<file path="src/hdl/knc_pkg.sv">
// Shared constants, register codes and the token type of the nearest-centroid engine.
package knc_pkg;

  // Sizes of the centroid store.
  localparam int MAX_DIMS     = 128;
  localparam int MAX_CLUSTERS = 128;
  localparam int COORD_BITS   = 16;

  // Port field widths.
  localparam int CLUSTER_IDX_W = 7;
  localparam int DIM_IDX_W     = 7;
  localparam int DIST_W        = 39;
  localparam int CFG_IDX_W     = 2;
  localparam int CFG_DATA_W    = 8;

  // Derived internal widths.
  localparam int ADDR_W = (MAX_DIMS > 1) ? $clog2(MAX_DIMS) : 1;
  localparam int DCNT_W = $clog2(MAX_DIMS + 1);
  localparam int CCNT_W = $clog2(MAX_CLUSTERS + 1);
  localparam int DIFF_W = COORD_BITS + 1;
  localparam int SQ_W   = 2 * COORD_BITS;

  // Largest partial distance; sums saturate here.
  localparam logic [DIST_W-1:0] DIST_MAX = {DIST_W{1'b1}};

  // Configuration register indexes.
  typedef enum logic [CFG_IDX_W-1:0] {
    REG_DIMS     = 2'd0,
    REG_CLUSTERS = 2'd1
  } cfg_reg_e;

  // One item travelling down the row of centroid cells.
  typedef struct packed {
    logic                            valid;
    logic                            mode;
    logic                            wr_ok;
    logic [CLUSTER_IDX_W-1:0]        ci;
    logic [ADDR_W-1:0]               addr;
    logic signed [COORD_BITS-1:0]    x;
    logic                            last;
    logic [CLUSTER_IDX_W-1:0]        best_idx;
    logic [DIST_W-1:0]               best_d;
  } tok_t;

endpackage

</file>
<file path="src/hdl/knc_cell.sv">
// One centroid cell: coordinate memory, squared difference and running distance sum.
module knc_cell #(
  parameter int CellIdx = 0
) (
  input  logic                        clk_i,
  input  logic                        rst_ni,
  input  logic                        adv_i,
  input  logic [knc_pkg::CCNT_W-1:0]  clus_eff_i,
  input  knc_pkg::tok_t               tok_i,
  output knc_pkg::tok_t               tok_o
);

  localparam bit IsFirst = (CellIdx == 0);

  logic signed [knc_pkg::COORD_BITS-1:0] mem [knc_pkg::MAX_DIMS];
  logic signed [knc_pkg::COORD_BITS-1:0] rd_q;
  knc_pkg::tok_t                         tok_a_q, tok_b_q, tok_q, tok_c;
  logic signed [knc_pkg::DIFF_W-1:0]     diff;
  logic signed [2*knc_pkg::DIFF_W-1:0]   prod;
  logic [knc_pkg::SQ_W-1:0]              sq_q;
  logic [knc_pkg::DIST_W-1:0]            sum_q, sum_d, s_sat;
  logic [knc_pkg::DIST_W:0]              s_full;
  logic                                  active, take, wr_en;

  assign active = (int'(clus_eff_i) > CellIdx);
  assign wr_en  = adv_i && tok_i.valid && !tok_i.mode && tok_i.wr_ok &&
                  (tok_i.ci == knc_pkg::CLUSTER_IDX_W'(CellIdx));

  // Stage A: write a centroid coordinate or read the one for the current dimension.
  always_ff @(posedge clk_i) begin
    if (wr_en) begin
      mem[tok_i.addr] <= tok_i.x;
    end
    if (adv_i) begin
      rd_q <= mem[tok_i.addr];
    end
  end

  // Stage B: signed difference and its square.
  assign diff = {tok_a_q.x[knc_pkg::COORD_BITS-1], tok_a_q.x}
              - {rd_q[knc_pkg::COORD_BITS-1], rd_q};
  assign prod = diff * diff;

  always_ff @(posedge clk_i) begin
    if (adv_i) begin
      sq_q <= prod[knc_pkg::SQ_W-1:0];
    end
  end

  // Stage C: saturating accumulation and the running minimum at the end of a point.
  assign s_full = {1'b0, sum_q} + (knc_pkg::DIST_W + 1)'(sq_q);
  assign s_sat  = s_full[knc_pkg::DIST_W] ? knc_pkg::DIST_MAX : s_full[knc_pkg::DIST_W-1:0];
  assign take   = IsFirst || (active && (s_sat < tok_b_q.best_d));

  always_comb begin
    tok_c = tok_b_q;
    sum_d = sum_q;
    if (tok_b_q.valid && tok_b_q.mode) begin
      if (active) begin
        sum_d = s_sat;
      end
      if (tok_b_q.last) begin
        if (take) begin
          tok_c.best_idx = knc_pkg::CLUSTER_IDX_W'(CellIdx);
          tok_c.best_d   = s_sat;
        end
        sum_d = '0;
      end
    end
  end

  // Token pipeline and distance sum.
  always_ff @(posedge clk_i or negedge rst_ni) begin
    if (!rst_ni) begin
      tok_a_q <= '0;
      tok_b_q <= '0;
      tok_q   <= '0;
      sum_q   <= '0;
    end else if (adv_i) begin
      tok_a_q <= tok_i;
      tok_b_q <= tok_a_q;
      tok_q   <= tok_c;
      sum_q   <= sum_d;
    end
  end

  assign tok_o = tok_q;

  // A centroid write never touches the distance sum.
  assert property (@(posedge clk_i) disable iff (!rst_ni)
    (adv_i && tok_b_q.valid && !tok_b_q.mode) |=> $stable(sum_q))
    else $error("centroid write changed a distance sum");

  // The sum is cleared once the last coordinate of a point has passed.
  assert property (@(posedge clk_i) disable iff (!rst_ni)
    (adv_i && tok_b_q.valid && tok_b_q.last) |=> (sum_q == '0))
    else $error("distance sum not cleared after end of point");

  // The best index handed on never names a cell further down the row.
  assert property (@(posedge clk_i) disable iff (!rst_ni)
    (tok_q.valid && tok_q.last) |-> (int'(tok_q.best_idx) <= CellIdx))
    else $error("best index points past this cell");

endmodule

</file>
<file path="config.mk">
export PLATFORM = sky130hd
export DESIGN_NAME = knc_cell
export DESIGN_NICKNAME = d
export VERILOG_FILES = /design/src/hdl/knc_pkg.sv /design/src/hdl/knc_cell.sv
export SDC_FILE = /design/constraint.sdc
export NUM_CORES = 2
export LEC_CHECK = 0
export BUFFER_PORTS_ARGS = -buffer_cell sky130_fd_sc_hd__clkbuf_2
export CORE_MARGIN = 4
export CORE_UTILIZATION = 55
export CTS_BUF_LIST = sky130_fd_sc_hd__clkbuf_4
export DETAILED_ROUTE_END_ITERATION = 8
export MAX_ROUTING_LAYER = met4
export PLACE_DENSITY = 0.75
export SKIP_CTS_REPAIR_TIMING = 1
export SLEW_MARGIN = 10
export SYNTH_ARGS = -nofsm -noshare
export SYNTH_HDL_FRONTEND = slang
export SYNTH_SLANG_ARGS = --single-unit
</file>
<file path="constraint.sdc">
create_clock -name clk_i -period 17.4 [get_ports clk_i]
set_input_delay 3.48 -clock clk_i [delete_from_list [all_inputs] [get_ports clk_i]]
set_output_delay 3.48 -clock clk_i [all_outputs]
set_load 0.01 [all_outputs]
</file>
Word-level counts from Yosys, hierarchy flattened
Memory sizes are Yosys's and may differ from the RTL's. A register that Yosys moved wholly into a read port is not among the register bits.
Index checks and enable logic that the tools add are counted.
{"block": "word_totals", "reg_bits": 311, "ram_bits": 2048, "in_bits": 91, "out_inout_bits": 80, "word_cells": 50, "mem_count": 1}
{"block": "classes", "addsub": 2, "mul": 1, "n_lt_le_gt_ge": 1, "muxes": 7, "n_reduce_logical": 9}
{"memory": "mem", "depth": 128, "word_bits": 16, "read_ports": 1, "rd_ports_with_merged_regs": 1, "wr": 1, "line": "knc_cell.sv:15", "rtl": "logic signed [knc_pkg::COORD_BITS-1:0] mem [knc_pkg::MAX_DIMS];"}
{"cell": "39-bit 2-to-1 mux", "n": 3}
{"cell": "46-bit 2-to-1 mux", "n": 2}
{"cell": "39-bit by 32-bit adder with 40-bit output", "n": 1}
{"cell": "17-bit by 17-bit multiplier with 32-bit output", "n": 1}
{"cell": "16-bit by 16-bit subtractor with 17-bit output", "n": 1}
{"cell": "8-bit by 1-bit greater-than comparator with 1-bit output, second input constant", "n": 1}
{"cell": "7-bit logical NOT", "n": 1}
{"cell": "1-bit logical AND", "n": 5}
{"cell": "3-bit AND reduction", "n": 1}
{"cell": "1-bit 2-to-1 mux", "n": 2}
{"cell": "2-bit nonzero test", "n": 1}
{"cell": "1-bit logical NOT", "n": 1}

Depth between registers and ports, before layout
{"block": "depth", "word_depth": 6, "depth_mapped": 35}

Least setup slack after synthesis
OpenSTA, ideal clock, no wires.
{"block": "synth_path", "kind": "register -> register", "start": "register rd_q[0] (netlist name), read port of mem", "end": "register sq_q[31] (netlist name) (data pin)", "setup_time_ns": 0.258, "arrival_ns": 8.014, "slack_ns": 9.128, "path_stages_with_launch": 31, "period_less_slack_ns": 8.272, "cell_sequence": "edfxtp_1 -> ha_1 -> fa_1 -> nor2b_1 -> o31a_1 -> o221ai_1 -> o2111ai_1 -> a21o_1 -> a21o_1 -> o21ai_0 -> inv_1 -> clkbuf_1 -> clkbuf_1 -> nor2_1 -> fa_1 -> inv_1 -> fa_1 -> inv_1 -> fa_1 -> fa_1 -> fa_1 -> fa_1 -> ha_1 -> a21oi_1 -> o21ai_0 -> a2111oi_0 -> nor3_1 -> o21ai_0 -> a21oi_1 -> xnor2_1 -> xnor2_1"}
{"block": "synth_via", "elab_chain_len": 2}
{"element": "start, declared", "line": "knc_cell.sv:16", "rtl": "logic signed [knc_pkg::COORD_BITS-1:0] rd_q;"}
{"element": "16-bit by 16-bit subtractor with 17-bit output", "line": "knc_cell.sv:41", "rtl": "- {rd_q[knc_pkg::COORD_BITS-1], rd_q};"}
{"element": "17-bit by 17-bit multiplier with 32-bit output", "line": "knc_cell.sv:42", "rtl": "assign prod = diff * diff;"}
{"element": "named net prod, one bit", "line": "knc_cell.sv:19", "rtl": "logic signed [2*knc_pkg::DIFF_W-1:0] prod;"}
{"element": "end signal, assigned", "line": "knc_cell.sv:46", "rtl": "sq_q <= prod[knc_pkg::SQ_W-1:0];"}
{"element": "end, declared", "line": "knc_cell.sv:20", "rtl": "logic [knc_pkg::SQ_W-1:0] sq_q;"}
The timed path passes the listed nets, and every way through them passes these cells.
A chain may end at the register's enable or synchronous reset.

Final worst setup path
{"block": "layout_path", "start": "register rd_q[1] (netlist name), read port of mem", "end": "register sq_q[31] (netlist name) (data pin)"}
The elaborated chain is that of the path after synthesis.

==> impl_metrics.ini <==
[yosys]
synth_nets = 6678
synth_compound_area_share_pct = 11.8
yosys_register_bits = 2374
synth_top_family_by_area = compound AO/OA/AOI/OAI gates
synthMuxAreaShare_pct = 2.68
synth-simple-area-share_pct = 3.97
synthesis.area_um2 = 98500
netlist_top_cells_area = edfxtp_1, dfrtp_1, fa_1
synth_ff_type = edfxtp_1
netlist-cell-type-count = 80
yosys.area_share.adder_pct = 6.84
synthCells = 6203
postSynthAreaPerCell_um2 = 15.9
seq_area_frac_synth_pct = 71.0
yosysWarnings = 0
synth-xor-area-share_pct = 0.754
synth_top_cell_area_share_pct = 63.9
yosysTopAreaCell = edfxtp_1
synth_edf_count = 2095
ys_async_sr_fraction_pct = 11.8

[placement]
dp_hpwl_um = 167000
io_buffers = 170
dpl_cell_area_um2 = 103000
gp_congestion = 0.948
placedCellCount = 8604

[setup_path]
worst-path-buf-inv = 5
arrival_ns = 10.86
crit_family = adder cells
worst_path_most_repeated_cell = fa_1
crit_slowest_cell = a2111oi_0
critPathMaxFanout = 11
max_stage_delay_ns = 0.92
start_kind = flop
end_kind = flop
critical_path_required_ns = 18.45
crit_type = flop to flop

[hold_path]
hp-class = flop to flop

[floorplan]
fp.dieH_um = 431
coreArea_um2 = 178000
initial_core_util_pct = 55.3
die_w_um = 431
io_pins = 171
rows = 155
dieArea_um2 = 186000

[layout]
stdcell_count = 9608
fill_cells = 12800
area_growth_pct = 11.6
layout-drive-gt1-share_pct = 21.2
layout.cells.most_common = edfxtp_1
seqCellArea_um2 = 69900
fin_nets = 7328
final_cell_mix = edfxtp_1, clkbuf_4, a22oi_1
multi_input_area_um2 = 25800
final_core_util_pct = 61.7
final_area_um2 = 110000

[detailed_routing]
drt_first_pass_iters = 8
vias = 61800
drt_iter0_drc = 8658
viasPerCell = 6.43
ant_nets = 0
wl_um = 279000
drc = 0
wl_per_cell_um = 29.0

[timing]
hold_viol_final = 0
worstMarginPinSlew_ns = 1.30
rsz0062_at_grt = no
slew_headroom_pct = 12.2
post-route-period-util_pct = 56.4
fin_crit_ns = 9.82
drv_slew = 0
finalClockSkew_ns = 0.207
max_freq_mhz = 102
fin_tns_setup_ns = 0
setup_violations = 0

[job]
cap_violations = 0

[clock_network]
cts_buffers = 601
cts.sinks = 2374
tritoncts = built
clockBufferDepth = 4
ctsHtreeMaxLevel = 6
worstSkewPairLatency_ns = 1.51
cts-root-buf = clkbuf_4
cts.clk_slew.worst_paths_ns = 0.07

[global_routing]
grt_antenna_before_repair = 24
grtUsageTotal_pct = 30.8
grt_start_max_net_pins = 132
grt_pass1_vias = 61900
grt_pass1_wl_um = 409000
grt.overflow.total = 0

[run_status]
status = finished, final reports clean
synth_stat cells (12+ instances only):
library cell and count:
edfxtp_1 2095, a22oi_1 638, inv_1 359, nor2_1 326, dfrtp_1 279, fa_1 258, mux2_2 206, a221oi_1 185
nand2_1 183, a22o_1 171, clkbuf_1 153, o21ai_0 147, buf_2 131, a21oi_1 127, ha_1 126, a31oi_1 114
nand4_1 106, buf_1 64, xnor2_1 59, nor2b_1 55, nand3_1 45, a21o_1 34, a41oi_1 32, o211ai_1 30
nor3_1 25, nor4_1 24, xor2_1 24, mux2i_1 16, and3_1 14, a221o_1 13, nand2b_1 12, or4_1 12
sequential cells by signal, summed over array words and instances, names as in the netlist:
name and flops:
rd_q 16, sq_q 31, mem 2048, tok_a_q 80, sum_q 39, tok_b_q 80, tok_o 80
stage by stage:
stage          hold slack, ns  setup slack (ns)
6_report                0.452              7.58
3_3_place_gp            0.460              8.03
4_1_cts                 0.455              7.65
3_5_place_dp            0.463              7.80
5_1_grt                 0.505              7.08
2_1_floorplan           0.446              9.13
area by class of cell:
cell class | instances | share of cell area, %
diodes | 27 | 0.0615
clock buffers | 846 | 5.78
clock inverters | 130 | 0.652
inverters | 365 | 1.25
multi-input cells | 3108 | 23.4
flip-flops and latches | 2374 | 63.6
well taps | 2355 | 2.68
repair buffers | 403 | 2.55
cells by family (layout without fill, tap and decap cells):
family | count (synthesis) | after routing
AO/OA/AOI/OAI | 1578 | 1578
XOR/XNOR | 84 | 84
adder cells (fa/ha/maj) | 384 | 384
buffers and inverters | 721 | 1744
flip-flops | 2374 | 2374
multiplexers | 229 | 229
other | 0 | 27
AND/OR/NAND/NOR | 833 | 833
layer usage:
layer	track usage, %	vias up	part of all wire [%]
li1	-	25900	-
met1	38.9	30600	35
met2	46.1	4501	46
met3	9.24	792	14
met4	15.0	0	5.4
met5	-	-	0
worst paths after layout:
| path | start | endpoint | slack [ns] | cells past startpoint |
|---|---|---|---|---|
| worst min register to register | tok_b_q[39] | tok_o[39] | 0.45 | 2 |
| min in group asynchronous | rst_ni | tok_o[54] | 2.23 | 1 |
| worst min-delay path | tok_b_q[39] | tok_o[39] | 0.45 | 2 |
| worst max-delay path | rd_q[1] | sq_q[31] | 7.58 | 30 |
| max in group asynchronous | rst_ni | sum_q[34] | 13.42 | 2 |
| worst max register to register | rd_q[1] | sq_q[31] | 7.58 | 30 |
worst min-delay path, cell delays in order, from the launching register on:
cell     delay [ns]
dfrtp_1        0.33
nand2_1        0.04
o21ai_0        0.06
Power is left out: the tool's default activity adds up to more than one toggle a clock period on the data nets, which glitch-free logic cannot reach.
